File: src/hw/rtl/pctd_pkg.sv
// Shared types, constants and helpers for the prefix code table decoder.
// No dependencies.
package pctd_pkg;

  localparam int TABLE_DEPTH  = 256;
  localparam int MAX_CODE_LEN = 32;
  localparam int ACC_W        = 32;
  localparam int LEN_W        = 6;
  localparam int IDX_W        = 8;
  localparam int SYM_W        = 8;
  localparam int BYTE_W       = 8;
  localparam int CODE_LIMIT   = (MAX_CODE_LEN < ACC_W) ? MAX_CODE_LEN : ACC_W;

  // table is split into a row of cells, each holding a few entries
  localparam int CELL_ENTRIES = 8;
  localparam int SLOT_W       = $clog2(CELL_ENTRIES);
  localparam int NUM_CELLS    = (TABLE_DEPTH + CELL_ENTRIES - 1) / CELL_ENTRIES;
  localparam int CELL_W       = (NUM_CELLS > 1) ? $clog2(NUM_CELLS) : 1;

  localparam logic [IDX_W:0]   DEPTH_LIM = (IDX_W + 1)'(TABLE_DEPTH);
  localparam logic [LEN_W-1:0] LIMIT_LEN = LEN_W'(CODE_LIMIT);

  localparam logic FUNC_LOAD   = 1'b0;
  localparam logic FUNC_DECODE = 1'b1;

  typedef struct packed {
    logic              func;
    logic [IDX_W-1:0]  entry_index;
    logic [LEN_W-1:0]  entry_length;
    logic [ACC_W-1:0]  entry_code;
    logic [SYM_W-1:0]  entry_symbol;
    logic [BYTE_W-1:0] data_byte;
    logic              final_byte;
  } in_item_t;

  typedef struct packed {
    logic [SYM_W-1:0] symbol;
    logic             no_match_error;
    logic             last;
  } out_item_t;

  // table write broadcast to the cells
  typedef struct packed {
    logic [SLOT_W-1:0] slot;
    logic [LEN_W-1:0]  length;
    logic [ACC_W-1:0]  code;
    logic [SYM_W-1:0]  symbol;
  } wr_t;

  // accumulated code broadcast to the cells
  typedef struct packed {
    logic [LEN_W-1:0] length;
    logic [ACC_W-1:0] bits;
  } key_t;

  // match result passed from cell to cell, lowest index first
  typedef struct packed {
    logic             found;
    logic [SYM_W-1:0] symbol;
  } chain_t;

  typedef enum logic [1:0] {
    ST_IDLE,
    ST_MATCH,
    ST_RESOLVE,
    ST_FLUSH
  } state_t;

  function automatic logic [ACC_W-1:0] code_mask(input logic [LEN_W-1:0] len);
    logic [ACC_W-1:0] m;
    if (len >= LEN_W'(ACC_W)) begin
      m = '1;
    end else begin
      m = (ACC_W'(1) << len) - ACC_W'(1);
    end
    return m;
  endfunction

endpackage

File: src/hw/rtl/pctd_seq.sv
// Bit sequencer: accumulator, bit stepping, result hold and output register.
// Uses pctd_pkg; reads the merged result at the end of the cell chain.
module pctd_seq (
  input  logic                clk,
  input  logic                rst_n,
  input  logic                start,
  input  pctd_pkg::in_item_t  in_item,
  output logic                busy,
  output pctd_pkg::key_t      key,
  input  pctd_pkg::chain_t    chain_res,
  output logic                out_strobe,
  output pctd_pkg::out_item_t out_item
);

  pctd_pkg::state_t state_r, state_nxt;

  logic [pctd_pkg::ACC_W-1:0]  acc_r, acc_nxt;
  logic [pctd_pkg::LEN_W-1:0]  len_r, len_nxt;
  logic [pctd_pkg::BYTE_W-1:0] byte_r, byte_nxt;
  logic [2:0]                  bit_r, bit_nxt;
  logic [2:0]                  lastbit_r, lastbit_nxt;
  logic                        final_r, final_nxt;
  logic                        held_vld_r, held_vld_nxt;
  pctd_pkg::out_item_t         held_r, held_nxt;
  logic                        out_vld_r, out_vld_nxt;
  pctd_pkg::out_item_t         out_r, out_nxt;

  logic                        dec_go;
  logic                        emit;
  logic                        bit_done;
  pctd_pkg::out_item_t         new_res;
  logic [pctd_pkg::ACC_W-1:0]  base_acc;
  logic [pctd_pkg::LEN_W-1:0]  base_len;

  assign busy     = (state_r != pctd_pkg::ST_IDLE);
  assign dec_go   = start && !busy && (in_item.func == pctd_pkg::FUNC_DECODE);
  assign emit     = (state_r == pctd_pkg::ST_RESOLVE) &&
                    (chain_res.found || (len_r >= pctd_pkg::LIMIT_LEN));
  assign bit_done = (bit_r == lastbit_r);
  assign base_acc = emit ? '0 : acc_r;
  assign base_len = emit ? '0 : len_r;

  assign new_res.symbol         = chain_res.found ? chain_res.symbol : '0;
  assign new_res.no_match_error = !chain_res.found;
  assign new_res.last           = 1'b0;

  assign key.length = len_r;
  assign key.bits   = acc_r;

  // next state
  always_comb begin
    state_nxt = state_r;
    case (state_r)
      pctd_pkg::ST_IDLE:    if (dec_go) state_nxt = pctd_pkg::ST_MATCH;
      pctd_pkg::ST_MATCH:   state_nxt = pctd_pkg::ST_RESOLVE;
      pctd_pkg::ST_RESOLVE: state_nxt = bit_done ? pctd_pkg::ST_FLUSH : pctd_pkg::ST_MATCH;
      pctd_pkg::ST_FLUSH:   state_nxt = pctd_pkg::ST_IDLE;
      default:              state_nxt = pctd_pkg::ST_IDLE;
    endcase
  end

  // datapath and outputs
  always_comb begin
    acc_nxt      = acc_r;
    len_nxt      = len_r;
    byte_nxt     = byte_r;
    bit_nxt      = bit_r;
    lastbit_nxt  = lastbit_r;
    final_nxt    = final_r;
    held_vld_nxt = held_vld_r;
    held_nxt     = held_r;
    out_vld_nxt  = 1'b0;
    out_nxt      = held_r;
    case (state_r)
      pctd_pkg::ST_IDLE: begin
        if (dec_go) begin
          acc_nxt     = {acc_r[pctd_pkg::ACC_W-2:0], in_item.data_byte[pctd_pkg::BYTE_W-1]};
          len_nxt     = len_r + pctd_pkg::LEN_W'(1);
          byte_nxt    = {in_item.data_byte[pctd_pkg::BYTE_W-2:0], 1'b0};
          bit_nxt     = '0;
          lastbit_nxt = in_item.final_byte ? 3'd6 : 3'd7;
          final_nxt   = in_item.final_byte;
        end
      end
      pctd_pkg::ST_RESOLVE: begin
        if (!bit_done) begin
          acc_nxt  = {base_acc[pctd_pkg::ACC_W-2:0], byte_r[pctd_pkg::BYTE_W-1]};
          len_nxt  = base_len + pctd_pkg::LEN_W'(1);
          byte_nxt = {byte_r[pctd_pkg::BYTE_W-2:0], 1'b0};
          bit_nxt  = bit_r + 3'd1;
        end else if (final_r) begin
          acc_nxt = '0;
          len_nxt = '0;
        end else begin
          acc_nxt = base_acc;
          len_nxt = base_len;
        end
        if (emit) begin
          // older held result goes out; it cannot be the item's last
          out_vld_nxt      = held_vld_r;
          out_nxt          = held_r;
          out_nxt.last     = 1'b0;
          held_vld_nxt     = 1'b1;
          held_nxt         = new_res;
        end
      end
      pctd_pkg::ST_FLUSH: begin
        out_vld_nxt  = held_vld_r;
        out_nxt      = held_r;
        out_nxt.last = 1'b1;
        held_vld_nxt = 1'b0;
      end
      default: begin
        out_vld_nxt = 1'b0;
      end
    endcase
  end

  always_ff @(posedge clk) begin
    if (!rst_n) begin
      state_r    <= pctd_pkg::ST_IDLE;
      acc_r      <= '0;
      len_r      <= '0;
      held_vld_r <= 1'b0;
      out_vld_r  <= 1'b0;
    end else begin
      state_r    <= state_nxt;
      acc_r      <= acc_nxt;
      len_r      <= len_nxt;
      held_vld_r <= held_vld_nxt;
      out_vld_r  <= out_vld_nxt;
    end
  end

  always_ff @(posedge clk) begin
    byte_r    <= byte_nxt;
    bit_r     <= bit_nxt;
    lastbit_r <= lastbit_nxt;
    final_r   <= final_nxt;
    held_r    <= held_nxt;
    out_r     <= out_nxt;
  end

  assign out_strobe = out_vld_r;
  assign out_item   = out_r;

endmodule

File: config.mk
export PLATFORM = sky130hd
export DESIGN_NAME = pctd_seq
export DESIGN_NICKNAME = d
export VERILOG_FILES = /design/src/hw/rtl/pctd_pkg.sv /design/src/hw/rtl/pctd_seq.sv
export SDC_FILE = /design/constraint.sdc
export NUM_CORES = 1
export LEC_CHECK = 0
export BUFFER_PORTS_ARGS = -buffer_cell sky130_fd_sc_hd__buf_4
export CAP_MARGIN = 40
export CORE_MARGIN = 5
export CORE_UTILIZATION = 46
export DETAILED_ROUTE_END_ITERATION = 7
export PLACE_DENSITY = 0.81
export SETUP_SLACK_MARGIN = 0.5
export SLEW_MARGIN = 0
export SYNTH_ARGS = -nofsm -noshare
export SYNTH_HDL_FRONTEND = slang
export SYNTH_SLANG_ARGS = --single-unit
File: constraint.sdc
create_clock -name clk -period 2.57 [get_ports clk]
set_input_delay 0.3855 -clock clk [delete_from_list [all_inputs] [get_ports clk]]
set_output_delay 0.3855 -clock clk [all_outputs]
set_load 0.005 [all_outputs]
# Word-level counts from Yosys, hierarchy flattened
# Cells that the tools add are included.
[totals]
romBits = 0
n_memories = 0
mem_bits_rw = 0
latch_bits = 0
in_bits = 76
out_inout_bits = 50
regBits = 76
[op_classes]
n_bitwise = 0
magnitude_cmp = 1
add_sub_neg = 3
mux = 25
shift = 0
eq_ne = 8
multipliers = 0
reduce_logical = 16
div_mod_pow = 0
[ops]
columns = ["cell", "n"]
rows = [
  ["$mux W32", 4],
  ["$pmux W32 S2", 1],
  ["$mux W6", 4],
  ["$mux W8", 2],
  ["$pmux W8 S2", 1],
  ["$add A6 B1 Y6 const B", 2],
  ["$pmux W6 S2", 1],
  ["$pmux W2 S4", 1],
  ["$reduce_and A2 Y1", 4],
  ["$ge A6 B6 Y1 const B", 1],
  ["$mux W3", 2],
  ["$ne A2 B2 Y1 const B", 3],
  ["$pmux W3 S2", 1],
  ["$reduce_and A3 Y1", 2],
  ["$reduce_bool A2 Y1", 3],
  ["$eq A2 B2 Y1 const B", 2],
  ["$mux W1", 4],
  ["$mux W2", 2],
  ["$ne A4 B4 Y1 const B", 1],
  ["$pmux W1 S2", 2],
  ["$add A3 B1 Y3 const B", 1],
  ["$eq A3 B3 Y1", 1],
  ["$logic_and A1 B1 Y1", 3],
  ["$eq A2 B1 Y1 const B", 1],
  ["other kinds (3)", 4],
]

# Depth between registers and ports, before layout
[logic_depth]
ltp_word = 7
ltp_mapped = 7
ltp_nobuf = 6

# Worst setup path after synthesis
# No wires, ideal clock.
[synth_path]
kind = "register to register"
startpoint = "register bit_r[0]"
endpoint = "register bit_r[0], enable pin"
arrival_time_ns = 1.646
stages_incl_launch_ff = 4
setup_ns = 0.395
synth_period_minus_slack_ns = 2.041
slack_ns = 0.529
path_buffers = 0
cell_sequence = "edfxtp_1 xor2_1 nor2_1 a21boi_0"
[synth_via]
elab_chain_cells = 3
[synth_lines]
columns = ["element", "line_no", "text"]
rows = [
  ["start: declaration", "pctd_seq.sv:20", "logic [2:0] bit_r, bit_nxt;"],
  ["start signal: assignment", "pctd_seq.sv:137", "bit_r <= bit_nxt;"],
  ["$eq A3 B3 Y1", "pctd_seq.sv:39", "assign bit_done = (bit_r == lastbit_r);"],
  ["$ne A2 B2 Y1 (no line)", "n/a", ""],
  ["$reduce_and A3 Y1 (no line)", "n/a", ""],
]
# No other way between the ends.
# A chain may end at the register's enable or synchronous reset.

# Worst setup path in the final report
[layout_path]
startpoint = "register state_r[1]"
endpoint = "register byte_r[7] in the netlist's numbering, enable pin"
[layout_via]
elab_chain_cells = 6
[layout_lines]
columns = ["element", "line_no", "text"]
rows = [
  ["start: declaration", "pctd_seq.sv:15", "pctd_pkg::state_t state_r, state_nxt;"],
  ["start signal: assignment", "pctd_seq.sv:121", "state_r <= pctd_pkg::ST_IDLE;"],
  ["start signal: assignment", "pctd_seq.sv:127", "state_r <= state_nxt;"],
  ["$reduce_bool A2 Y1", "pctd_seq.sv:35", "assign busy = (state_r != pctd_pkg::ST_IDLE);"],
  ["$logic_not A1 Y1", "pctd_seq.sv:36", "assign dec_go = start && !busy && (in_item.func == pctd_pkg::FUNC_DECODE);"],
  ["$logic_and A1 B1 Y1 (2 in series)", "pctd_seq.sv:36", ""],
  ["$ne A2 B2 Y1 (no line)", "n/a", ""],
  ["$reduce_and A3 Y1 (no line) (*)", "n/a", ""],
  ["end signal: assignment", "pctd_seq.sv:136", "byte_r <= byte_nxt;"],
  ["end: declaration", "pctd_seq.sv:19", "logic [pctd_pkg::BYTE_W-1:0] byte_r, byte_nxt;"],
]
# Mark *: on every way between the ends. The rest lies on a longest branch, timed or not.

==> run metrics <==
syn_area_per_cell=10.3 um2; Num CTS Buffers=9; Max-Cap Viols=0; status=completed; final net count=418; final instance area=3570 um2; asr flop ratio synth=0%; cts repair resizes=0; synthesized area=2790 um2; core footprint=5920 um2; Max rail drop VDD=0.334 mV; antenna fix cells=0; initial antenna violation count=0; site row count=28; Initial Utilization=47.1%; flops & latches, synth=73; share of cells above drive strength 1=28.8%; EDFF count, synth=21; Crit path required time=2.62 ns; R2R depth=4; TritonRoute pass-1 iters=4; DRC Markers=0; Crit Path Max Fanout=10; CP arrival=1.92 ns; endpoints failing hold=0; worst clock skew=0.00846 ns; HPWL after DPL=4.28 mm; sequential element share of the synthesized area=59.9%; first-pass GRT wire length=10.1 mm; GRT Total Usage=16.9%; port buffer count=71; Area Growth Syn to Fin=27.8%; Die Area=7720 um2; crit path from=state_r[1]; Synth top area share=37.3%; mean routed wirelength per cell=14.6 um; CTS tree=yes; flop-to-flop setup slack=0.69 ns; largest net degree at the start of global routing=45; setup bufs post-CTS=0; reg2reg start=state_r[1]; vias in the first global route=2195; Final min period=1.88 ns; IO Pins=126; Via density=5.28; Slew Viols, Final=0; P_leak=0.00147 uW; Rel. slew slack=69.7%; Area contributors post-synth=dfxtp_1, edfxtp_1, nand2_1, o22ai_1, and2_1; width of the die=87.9 um; RSZ-0062 raised after global routing=false; ys flop type=dfxtp_1; Reg clk slew, reported paths=0.08 ns; drt initial violations=108; Clk Latency, worst-skew pair=0.34 ns; Achievable Freq=533 MHz; synthesized net count=350; Clock Root Buffer=clkbuf_8; clk sink count=73; post-synth top area cell=dfxtp_1; DR vias=2211; # hold bufs at CTS=0; Max H-tree Level=3; Die Y=87.9 um; final period utilization=73.0%; setup_tns=0 ns; Hold Crit Class=input port to flip-flop; P per Cell Area=656 nW/um2; reg-to-reg endpoint=byte_r[7]; Max Root-Sink Buffers=2; gr ovfl total=0; dpl cell area=3360 um2; CP endpoint=byte_r[7]; Syn Inst Count=271; endpoints failing setup=0; most frequent cells in the layout=buf_4, nand2_1, dfxtp_1; most common cell after layout, fill and taps aside=buf_4; Setup CP Type=flip-flop to flip-flop; crit start category=flip-flop; final antenna-violating net count=0; Synth Warn #=0; Tightest Pin Transition=0.452 ns; CP Capture Type=flip-flop; Detailed Route WL=6.12 mm; GP Congestion=0.836; Distinct cells, synth=44
## sequential cells by signal (all words and copies together), names as in the netlist
signal / flops
acc_r: 32
out_item: 10
held_r: 9
byte_r: 7
len_r: 6
bit_r: 3
state_r: 2
final_r: 1
held_vld_r: 1
lastbit_r: 1
out_strobe: 1
## metal layers
| layer | part of all wire [%] | global-route usage, % |
|---|---|---|
| met1 | 40 | 20.4 |
| met2 | 52 | 28.5 |
| met3 | 5.4 | 3.67 |
| met4 | 2.1 | 8.51 |
| met5 | 0 | 0 |
## critical path, cell delays in order, from the launching register on
cell	delay [ns]
dfxtp_1	0.53
a21oi_1	0.12
nor2_2	0.38
a21boi_0	0.33
buf_4	0.23
## per-stage QoR
stage / util [%] / instances / hold WS (ns) / setup slack (ns) / total power (uW)
2_1_floorplan: - / 271 / 0.323 / 0.529 / 1350
3_3_place_gp: 56.7 / 403 / 0.325 / 0.809 / 1410
3_5_place_dp: 56.7 / 403 / 0.329 / 0.756 / 1410
4_1_cts: 60.2 / 419 / 0.229 / 0.718 / 2360
5_1_grt: 60.2 / 419 / 0.220 / 0.523 / 2440
6_report: 60.2 / 419 / 0.236 / 0.695 / 2340
## logic make-up (layout without fill, tap and decap cells)
group | count (synthesis) | count (layout) | synth area share, %
simple gates | 99 | 99 | 17.2
flops | 73 | 73 | 59.9
fa+ha+maj | 3 | 3 | 1.35
compound gates | 66 | 66 | 16.0
xor+xnor | 3 | 3 | 0.942
buf+inv | 27 | 100 | 4.62
## power by group
part / total [uW] / internal [uW] / switching, uW / leakage (uW)
sequential: 1230 / 1210 / 19.5 / 0.000619
clock: 952 / 542 / 410 / 0.000106
combinational: 161 / 70.1 / 91.0 / 0.000745
## cell type report
cell class / count / area [um2]
fill: 522 / 2350
tap: 75 / 93.8
timing repair buffer: 76 / 571
clock inverter: 6 / 82.6
clock buffer: 10 / 128
multi-input combinational: 171 / 990
sequential: 73 / 1670
inverter: 8 / 30.0
## cell usage after synthesis (2+ instances only)
| cell type | number |
|---|---|
| nand2_1 | 59 |
| dfxtp_1 | 52 |
| o22ai_1 | 33 |
| edfxtp_1 | 21 |
| and2_1 | 14 |
| clkbuf_1 | 9 |
| inv_1 | 8 |
| a21oi_1 | 7 |
| buf_2 | 7 |
| o21ai_0 | 6 |
| nand3_1 | 5 |
| nor2_1 | 4 |
| a31oi_1 | 3 |
| ha_1 | 3 |
| nor3_1 | 3 |
| a21boi_0 | 2 |
| and3_1 | 2 |
| and3b_1 | 2 |
| buf_6 | 2 |
| o211ai_1 | 2 |
| o21bai_1 | 2 |
| o31ai_2 | 2 |
| xnor2_1 | 2 |
## worst min-delay path by stage
stage | start | to | cells after the start | slack [ns]
floorplan | held_r[1] | out_item[1] | 0 | 0.32
global placement | held_r[6] | out_item[6] | 0 | 0.32
detailed placement | held_r[5] | out_item[5] | 0 | 0.33
CTS | in_item[0] | final_r | 1 | 0.23
global route | in_item[0] | final_r | 1 | 0.22
finish | in_item[0] | final_r | 1 | 0.24
Power figures use the tool's default switching activity.
