File: src/hw/rtl/pctd_pkg.sv
// Shared types, constants and helpers for the prefix code table decoder.
// No dependencies.
package pctd_pkg;

  localparam int TABLE_DEPTH  = 256;
  localparam int MAX_CODE_LEN = 32;
  localparam int ACC_W        = 32;
  localparam int LEN_W        = 6;
  localparam int IDX_W        = 8;
  localparam int SYM_W        = 8;
  localparam int BYTE_W       = 8;
  localparam int CODE_LIMIT   = (MAX_CODE_LEN < ACC_W) ? MAX_CODE_LEN : ACC_W;

  // table is split into a row of cells, each holding a few entries
  localparam int CELL_ENTRIES = 8;
  localparam int SLOT_W       = $clog2(CELL_ENTRIES);
  localparam int NUM_CELLS    = (TABLE_DEPTH + CELL_ENTRIES - 1) / CELL_ENTRIES;
  localparam int CELL_W       = (NUM_CELLS > 1) ? $clog2(NUM_CELLS) : 1;

  localparam logic [IDX_W:0]   DEPTH_LIM = (IDX_W + 1)'(TABLE_DEPTH);
  localparam logic [LEN_W-1:0] LIMIT_LEN = LEN_W'(CODE_LIMIT);

  localparam logic FUNC_LOAD   = 1'b0;
  localparam logic FUNC_DECODE = 1'b1;

  typedef struct packed {
    logic              func;
    logic [IDX_W-1:0]  entry_index;
    logic [LEN_W-1:0]  entry_length;
    logic [ACC_W-1:0]  entry_code;
    logic [SYM_W-1:0]  entry_symbol;
    logic [BYTE_W-1:0] data_byte;
    logic              final_byte;
  } in_item_t;

  typedef struct packed {
    logic [SYM_W-1:0] symbol;
    logic             no_match_error;
    logic             last;
  } out_item_t;

  // table write broadcast to the cells
  typedef struct packed {
    logic [SLOT_W-1:0] slot;
    logic [LEN_W-1:0]  length;
    logic [ACC_W-1:0]  code;
    logic [SYM_W-1:0]  symbol;
  } wr_t;

  // accumulated code broadcast to the cells
  typedef struct packed {
    logic [LEN_W-1:0] length;
    logic [ACC_W-1:0] bits;
  } key_t;

  // match result passed from cell to cell, lowest index first
  typedef struct packed {
    logic             found;
    logic [SYM_W-1:0] symbol;
  } chain_t;

  typedef enum logic [1:0] {
    ST_IDLE,
    ST_MATCH,
    ST_RESOLVE,
    ST_FLUSH
  } state_t;

  function automatic logic [ACC_W-1:0] code_mask(input logic [LEN_W-1:0] len);
    logic [ACC_W-1:0] m;
    if (len >= LEN_W'(ACC_W)) begin
      m = '1;
    end else begin
      m = (ACC_W'(1) << len) - ACC_W'(1);
    end
    return m;
  endfunction

endpackage

File: src/hw/rtl/pctd_cell.sv
// One table cell: holds CELL_ENTRIES entries, matches them against the key
// and merges its registered hit into the neighbor chain. Uses pctd_pkg.
module pctd_cell (
  input  logic             clk,
  input  logic             rst_n,
  input  logic             wr_en,
  input  pctd_pkg::wr_t    wr,
  input  pctd_pkg::key_t   key,
  input  pctd_pkg::chain_t chain_in,
  output pctd_pkg::chain_t chain_out
);

  logic [pctd_pkg::CELL_ENTRIES-1:0] valid_r;
  logic [pctd_pkg::LEN_W-1:0] len_r  [pctd_pkg::CELL_ENTRIES];
  logic [pctd_pkg::ACC_W-1:0] code_r [pctd_pkg::CELL_ENTRIES];
  logic [pctd_pkg::SYM_W-1:0] sym_r  [pctd_pkg::CELL_ENTRIES];

  logic                       hit_r, hit_nxt;
  logic [pctd_pkg::SYM_W-1:0] hsym_r, hsym_nxt;

  always_ff @(posedge clk) begin
    if (!rst_n) begin
      valid_r <= '0;
    end else if (wr_en) begin
      valid_r[wr.slot] <= (wr.length != '0);
    end
  end

  always_ff @(posedge clk) begin
    if (wr_en && (wr.length != '0)) begin
      len_r[wr.slot]  <= wr.length;
      code_r[wr.slot] <= wr.code & pctd_pkg::code_mask(wr.length);
      sym_r[wr.slot]  <= wr.symbol;
    end
  end

  // lowest slot wins inside the cell
  always_comb begin
    hit_nxt  = 1'b0;
    hsym_nxt = '0;
    for (int i = pctd_pkg::CELL_ENTRIES - 1; i >= 0; i--) begin
      if (valid_r[i] && (len_r[i] == key.length) && (code_r[i] == key.bits)) begin
        hit_nxt  = 1'b1;
        hsym_nxt = sym_r[i];
      end
    end
  end

  always_ff @(posedge clk) begin
    if (!rst_n) begin
      hit_r <= 1'b0;
    end else begin
      hit_r <= hit_nxt;
    end
  end

  always_ff @(posedge clk) begin
    hsym_r <= hsym_nxt;
  end

  // earlier cells take priority
  assign chain_out.found  = chain_in.found | hit_r;
  assign chain_out.symbol = chain_in.found ? chain_in.symbol : hsym_r;

endmodule

File: config.mk
export PLATFORM = sky130hd
export DESIGN_NAME = pctd_cell
export DESIGN_NICKNAME = d
export VERILOG_FILES = /design/src/hw/rtl/pctd_pkg.sv /design/src/hw/rtl/pctd_cell.sv
export SDC_FILE = /design/constraint.sdc
export NUM_CORES = 1
export LEC_CHECK = 0
export ABC_AREA = 1
export BUFFER_PORTS_ARGS = -buffer_cell sky130_fd_sc_hd__buf_4
export CORE_MARGIN = 4
export CORE_UTILIZATION = 45
export CTS_CLUSTER_SIZE = 8
export DETAILED_ROUTE_END_ITERATION = 8
export GPL_ROUTABILITY_DRIVEN = 0
export PLACE_DENSITY_LB_ADDON = 0.08
export SKIP_CTS_REPAIR_TIMING = 1
export SYNTH_ARGS = -nofsm -noshare
export SYNTH_HDL_FRONTEND = slang
export SYNTH_SLANG_ARGS = --single-unit
File: constraint.sdc
create_clock -name clk -period 3.3 [get_ports clk]
set_clock_uncertainty 0.15 [all_clocks]
set_input_delay 0.495 -clock clk [delete_from_list [all_inputs] [get_ports clk]]
set_output_delay 0.495 -clock clk [all_outputs]
set_load 0.005 [all_outputs]
# Word level (Yosys, flattened, before mapping)
# Memories as Yosys holds them, arrays and structs flattened.
# Index checks and enable logic that the tools add are counted.
# word_totals
elab_cells	72
ff_bits	17
in_bits	99
mem_count	3
ramBits	368
latchBits	0
mem_bits_ro	0
out_inout_bits	9
# memory_table
name	words	word_bits	read_ports	rd_ports_with_merged_regs	wr	line	text
code_r	8	32	8	0	1	pctd_cell.sv:15	logic [pctd_pkg::ACC_W-1:0] code_r [pctd_pkg::CELL_ENTRIES];
sym_r	8	8	8	0	1	pctd_cell.sv:16	logic [pctd_pkg::SYM_W-1:0] sym_r [pctd_pkg::CELL_ENTRIES];
len_r	8	6	8	0	1	pctd_cell.sv:14	logic [pctd_pkg::LEN_W-1:0] len_r [pctd_pkg::CELL_ENTRIES];
# op_classes
n_mux	24
reduce_logical	19
multipliers	0
n_shift	1
bitwise	2
magnitude_cmp	3
n_div	0
eq_ne	16
addsub	1
# ops
cell	n
== test 32 bit	8
two-way mux 8 bit	9
two-way mux 32 bit	2
== test 6 bit	8
AND 32 bit	1
<< shifter 1 x 6 -> 32 bit, first input constant	1
subtractor 32 x 2 -> 32 bit, second input constant	1
logical AND 1 bit	18
two-way mux 1 bit	11
bitwise mux 8 bit	1
>= comparator 6 bit, second input constant	1
nonzero test 6 bit	1
< comparator 3 x 4 -> 1 bit, second input constant	1
demux 1 bit (select 3 bit)	1
>= comparator 3 x 1 -> 1 bit, second input constant	1
bitwise OR 1 bit	1

# Logic depth before layout (Yosys ltp)
# Gate-level depths: netlist of the first run.
# depth
ltp_word	11
depth_mapped	18
ltp_nobuf	16

# Worst setup path before layout of the first run
# OpenSTA, ideal clock, no wires.
# synth_path
path_kind	input to register
startpoint	in wr[43] in the netlist's numbering
endpoint	mem code_r[0][14] in the netlist's numbering, data pin
setup_time_ns	0.277
n_path_buf	2
t_arrival_ns	2.298
required_ns	2.873
stages	13
path_slack_ns	0.575
path_cell_list	buf_4 -> inv_1 -> nand4_1 -> clkbuf_1 -> ha_1 -> nand2_1 -> inv_2 -> nand2_4 -> nor2_8 -> nand2_4 -> nor2_4 -> nor3_1 -> a211oi_1
# synth_between
elab_chain_cells	5
elab_cells_between_ends	6
classes_between	1 x add/sub; 1 x order compare; 1 x shift; 2 x mux; 1 x bitwise
# synth_rtl
element	line	text
start, declared	pctd_cell.sv:7	input pctd_pkg::wr_t wr,
<< shifter 1 x 6 -> 32 bit	pctd_pkg.sv:74	m = (ACC_W'(1) << len) - ACC_W'(1);
subtractor 32 x 2 -> 32 bit	pctd_pkg.sv:74	
two-way mux 32 bit *	pctd_pkg.sv:71	if (len >= LEN_W'(ACC_W)) begin
two-way mux 32 bit *	pctd_cell.sv:30	if (wr_en && (wr.length != '0)) begin
AND 32 bit *	pctd_cell.sv:32	code_r[wr.slot] <= wr.code & pctd_pkg::code_mask(wr.length);
end, declared	pctd_cell.sv:15	
# Mark *: on every way between the ends. The rest lies on a longest branch, timed or not. The select of a mux whose other input is x is not followed.

# Worst setup path after layout of the first run
# layout_path
startpoint	in wr[43] in the netlist's numbering
endpoint	mem code_r[0][28] in the netlist's numbering, data pin
# Same word-level chain as after synthesis.

==> results of run 1 <==
==> synthesized netlist by cell type (4+ instances only) <==
cell type,n,area (um^2)
nand2_1,552,2070
a31oi_1,4,25.0
nand2_2,10,62.6
dfxtp_1,17,340
xnor2_1,43,377
nand3_1,66,330
edfxtp_1,368,11100
nor3b_1,5,37.5
nor3_1,12,60.1
buf_2,20,100
or2_2,9,56.3
o21ai_1,31,155
buf_6,9,101
nand4_1,30,188
inv_2,42,158
o22ai_1,28,175
nor2_4,11,124
o211a_1,5,50.1
a21boi_0,4,30.0
nand3b_1,5,37.5
a21oi_1,25,125
nor2_2,13,81.3
inv_1,168,631
xor2_1,31,272
buf_4,14,105
o21ai_0,81,405
nor2_1,218,818
==> routing by layer <==
metal / share of wire [%] / up-vias / track usage [%]
met4: 4.3 / 0 / 12.1
met5: 0 / - / 0
met2: 44 / 838 / 43.6
met1: 42 / 6855 / 42.3
li1: - / 6538 / -
met3: 9.7 / 130 / 5.10
==> how the worst min path moves through the flow <==
stage,start,to,cells past startpoint
after floorplan,sym_r[0][0],hsym_r[0],2
after global placement,sym_r[0][6],hsym_r[6],2
after detailed placement,sym_r[0][1],hsym_r[1],2
after CTS,wr[4],sym_r[5][4],1
after global routing,wr[6],sym_r[2][6],1
final,wr[6],sym_r[0][6],1
==> state kept, by name (all words and copies together) (netlist names) <==
signal   cells
code_r     256
hsym_r       8
len_r       48
sym_r       64
valid_r      8
hit_r        1
==> logic make-up after synthesis <==
group	Yosys count	share of synthesized area [%]
compound gates	190	5.79
xor+xnor	74	3.53
fa+ha+maj	1	0.0681
buf+inv	259	6.10
flops	385	62.0
simple gates	956	22.5
==> layout by cell type, fill, tap and decap left out, types with 43 or more instances in the layout <==
cell type | Yosys | routed
nand2_1 | 552 | 552
clkbuf_16 | 0 | 54
o21ai_0 | 81 | 81
edfxtp_1 | 368 | 368
xnor2_1 | 43 | 43
nor2_1 | 218 | 218
buf_4 | 14 | 151
nand3_1 | 66 | 66
inv_2 | 42 | 50
inv_1 | 168 | 160
==> critical path: cells and delay by family <==
kind | cells | cell delay [ns]
buf+inv | 3 | 0.49
compound gates | 1 | 0.07
simple gates | 9 | 1.44
fa+ha+maj | 1 | 0.17
==> per-stage QoR <==
stage          hold WS, ns  instance area [um^2]  utilization, %  cells
2_1_floorplan        0.269                 18400               -   1865
3_3_place_gp         0.278                 20000            50.0   2504
3_5_place_dp         0.279                 20000            50.0   2504
4_1_cts            -0.0520                 21500            53.7   2585
5_1_grt            0.00199                 21600            53.9   2592
6_report            0.0107                 21600            53.9   2593
==> power breakdown <==
group / internal (mW) / switching [mW]
Combinational: 0.337 / 0.763
Sequential: 5.56 / 0.0750
Clock: 2.97 / 2.05
Total: 8.87 / 2.89
==> cell type report <==
type                            count  share of cell area (%)
Antenna cell                        1                  0.0116
Multi-Input combinational cell   1221                    27.1
Tap cell                          525                    3.05
Sequential cell                   385                    52.8
Clock inverter                      4                   0.180
Inverter                          213                    3.72
Timing Repair Buffer              167                    6.42
Clock buffer                       77                    6.67
==> metrics, run 1 <==
Remaining DRCs=0; Netlist cell types=52; critical path peak fanout=20; initial antenna violation count=0; R2R Setup Slk=0.83 ns; final worst-path cycle share=78.5%; Post-Route WL=between 60 and 70 mm; Rows=73; gr usage total=29.1%; largest net degree at the start of global routing=between 40 and 50; CP startpoint=wr[43]; Hold Path Class=input port to flip-flop; number of setup violations in the final report=0; Hold Vio Cnt, Final=0; Relative slew margins=46.2%; Fill cells=3653; final max-slew violation count=0; Post-synth EDFFs=368; status=finished, final reports clean; CP peak stage delay=~0.60 ns; clock tree from TritonCTS=built; R2R cell count=13; Worst Setup Path Type=input port to flip-flop; Critical Path End Type=flip-flop; post-synth net total=1965; IO Port Bufs=107; H-tree depth=2; fraction of layout cells with a size suffix above 1=15.8%; Chip Height=210 um; vias in the first global route=between 10k and 15k; fin crit period=around 2.6 ns; Synth async-reset ratio=0%; TritonRoute pass-1 iters=5; Final Worst Setup Slack=0.709 ns; critical path's slowest cell=nor2_1; DP Wirelength=47.2 mm; per-cell routed wire length=~25 um; first-pass GRT wire length=92.5 mm; critical path cell sequence=buf_4 > inv_1 > nand4_1 > ha_1 > nand2_1 > inv_2 > nand2_4 > nor2_8 > nand2_4 > nor2_8 > nand3_4 > nor2_4 > a21oi_1 > nor2_1; Tot Pwr=11.8 mW; Syn. warnings=0; WP data required=3.43 ns; pre-CTS setup slack=0.217 ns; Post-Syn Area=about 18000 um^2; register area share after synthesis=62.0%; crit path DAT=roughly 2.7 ns; synthesis-stage register bit count=just under 400; Setup TNS=0 ns; register area=11400 um^2; Pleak=8.76 nW; die area=44100 um^2; Skew-Pair Late Insertion Delay=0.60 ns; FF-to-FF End=hsym_r[6]; CP startpoint kind=input port; MaxCap Viol Count=0; DRT iter0 DRCs=1668; Clock transition at path regs=0.05 ns; Layout Nets=2142; crit path to=code_r[0][28]; Post-Synthesis Cells=roughly 1.9k; GRT overflow=0; maximum VDD drop=0.494 mV; Top FF cell, synth=edfxtp_1; Post-DRT Antenna Nets=0; maximum clock frequency=approximately 390 MHz; worst r2r src=code_r[5][5]; setup repair after global routing missed its margin=no; die width=210 um; clk buf depth=3; core area=~40000 um^2; starting density of the core=about 46%; Area Overhead vs Synth=17.4%; CTS Buf Count=54; Multi-input gate area=5850 um^2; Tightest Pin Transition=0.803 ns; via count=14.4k; PwrDens=roughly 550 nW/um^2; clk root buf=clkbuf_16; clock sinks=385; Mean Syn Cell Area=9.85 um^2; IO Count=108; DR vias/cell=between 5 and 6
Power figures use the tool's default switching activity.
==> run 2: changes to the inputs <==
==> constraint.sdc (replaced) <==
create_clock -name clk -period 2.52 [get_ports clk]
set_clock_uncertainty 0.15 [all_clocks]
set_input_delay 0.378 -clock clk [delete_from_list [all_inputs] [get_ports clk]]
set_output_delay 0.378 -clock clk [all_outputs]
set_load 0.005 [all_outputs]
==> run 2 against run 1 <==
Combinational power rose by 49%. Clock power is 31% higher. Clock-buffer cell count increased by 1. Worst hold slack better by 0.031 ns. Critical path depth down 2. First-iteration DRC count up 3.9%. Sequential cell count unchanged. Final area increased by 6.6%. Critical endpoint is now hsym_r[3].
==> metrics, run 2 (synthesis gave the netlist of run 1 again) <==
Critical Path End Type=flip-flop; Tightest Pin Transition=approximately 0.98 ns; critical path cell sequence=nand2_1 > o21ai_0 > nor2_1 > buf_4 > nand4_1 > nor2_1 > nand3_1 > nor2_4 > buf_4 > nor2_1 > nand2_1 > nand2_1; commonest non-fill, non-tap cell in the layout=nand2_1; status=finished, final reports clean; Fill cells=3565; die width=210 um; H-tree depth=2; TritonRoute pass-1 iters=6; maximum VDD drop=approximately 0.55 mV; DRT iter0 DRCs=roughly 1.7k; critical path peak fanout=6; Final Util=57.5%; fin crit period=2.44 ns; R2R cell count=12; Post-DRT Antenna Nets=0; maximum clock frequency=410 MHz; Chip Height=210 um; Skew-Pair Late Insertion Delay=0.59 ns; crit path DAT=2.77 ns; Worst Setup Path Type=flip-flop to flip-flop; core area=roughly 40000 um^2; leading cell types in the layout, fill and taps excluded=nand2_1 (552), edfxtp_1 (368), buf_4 (301); PwrDens=678 nW/um^2; Pleak=9.54 nW; Remaining DRCs=0; register area=around 11000 um^2; CP startpoint kind=flip-flop; final worst-path cycle share=between 90% and 100%; wl on met1=27.0 mm; fraction of layout cells with a size suffix above 1=22.1%; Area Overhead vs Synth=25.2%; GRT overflow=0; Rows=73; largest register by flop count=code_r; CTS Buf Count=between 50 and 60; Largest register FFs=256; gr usage total=29.6%; Hold Vio Cnt, Final=0; dpl cell area=21400 um^2; IO Count=108; DR top layer=met4; Relative slew margins=34.2%; DR vias/cell=between 5 and 6; Finished Cell Area=between 20000 and 25000 um^2; R2R Setup Slk=0.08 ns; n_diodes=0; starting density of the core=45.9%; final max-slew violation count=0; clock sinks=385; first-pass GRT wire length=95.1 mm; clk buf depth=3; clock tree from TritonCTS=built; Hold Path Class=input port to flip-flop; number of setup violations in the final report=0; Largest regs=code_r x256, sym_r x64, len_r x48; wire length on met2=29.3 mm; WP data required=2.85 ns; critical path's slowest cell=edfxtp_1; clk root buf=clkbuf_16; Clock transition at path regs=0.05 ns; IO Port Bufs=107; met3 wire len=6.98 mm; Multi-input gate area=5890 um^2; per-cell routed wire length=24.2 um; via count=roughly 15k; Worst Hold Path Cells=2; largest net degree at the start of global routing=47; Post-Route WL=66.7 mm; DP Wirelength=50.1 mm; CP peak stage delay=0.42 ns; vias in the first global route=14.3k; initial antenna violation count=3; die area=44100 um^2; Layout Nets=2304; MaxCap Viol Count=0
## run 2: cell types whose count changed in the layout (fill, tap and decap cells not counted), moves of 2 or more
cell,delta
buf_12,+11
buf_4,+150
clkinvlp_4,+8
inv_2,-8
nor2_1,-2
## run 2: critical path, delay by kind of cell (launching register included)
| kind | cells | cell delay [ns] |
|---|---|---|
| buffers and inverters | 2 | 0.34 |
| AO/OA/AOI/OAI | 1 | 0.08 |
| AND/OR/NAND/NOR | 9 | 1.33 |
| flip-flops | 1 | 0.42 |
## run 2: report_power, final
group	switching (mW)	internal [mW]	total [mW]
combinational	1.04	0.598	1.64
sequential	0.0992	7.29	7.38
clock	2.64	3.94	6.57
total	3.78	11.8	15.6
## run 2: worst paths after layout
kind | endpoint | start
worst max register to register | hsym_r[3] | code_r[0][1]
worst max-delay path | hsym_r[3] | code_r[0][1]
worst min register to register | hsym_r[7] | sym_r[0][7]
worst min-delay path | len_r[5][0] | wr[40]
## run 2: area by class of cell
type | instances | share of cell area [%]
clock buffers | 78 | 6.36
clock inverters | 2 | 0.0762
inverters | 213 | 3.62
multi-input cells | 1221 | 25.6
flip-flops and latches | 385 | 49.5
well taps | 525 | 2.86
repair buffers | 329 | 11.9
## run 2: metrics by stage
stage | setup WS [ns] | hold WS, ns | total power, mW | TNS (ns) | instances
finish | 0.0815 | 0.0413 | 15.6 | 0 | 2753
global route | -0.0254 | 0.0376 | 16.0 | -0.0420 | 2753
CTS | -0.215 | -0.141 | 15.6 | -1.64 | 2745
detailed placement | -0.404 | 0.276 | 9.10 | -16.56 | 2665
global placement | -0.398 | 0.279 | 9.08 | -12.81 | 2665
floorplan | 0.0838 | 0.269 | 8.19 | 0 | 1865
## run 2: layer usage
layer | global-route usage (%) | up-vias
met4 | 12.8 | 0
met5 | 0 | -
met1 | 41.4 | 7072
met2 | 45.0 | 824
li1 | - | 6856
met3 | 6.36 | 144
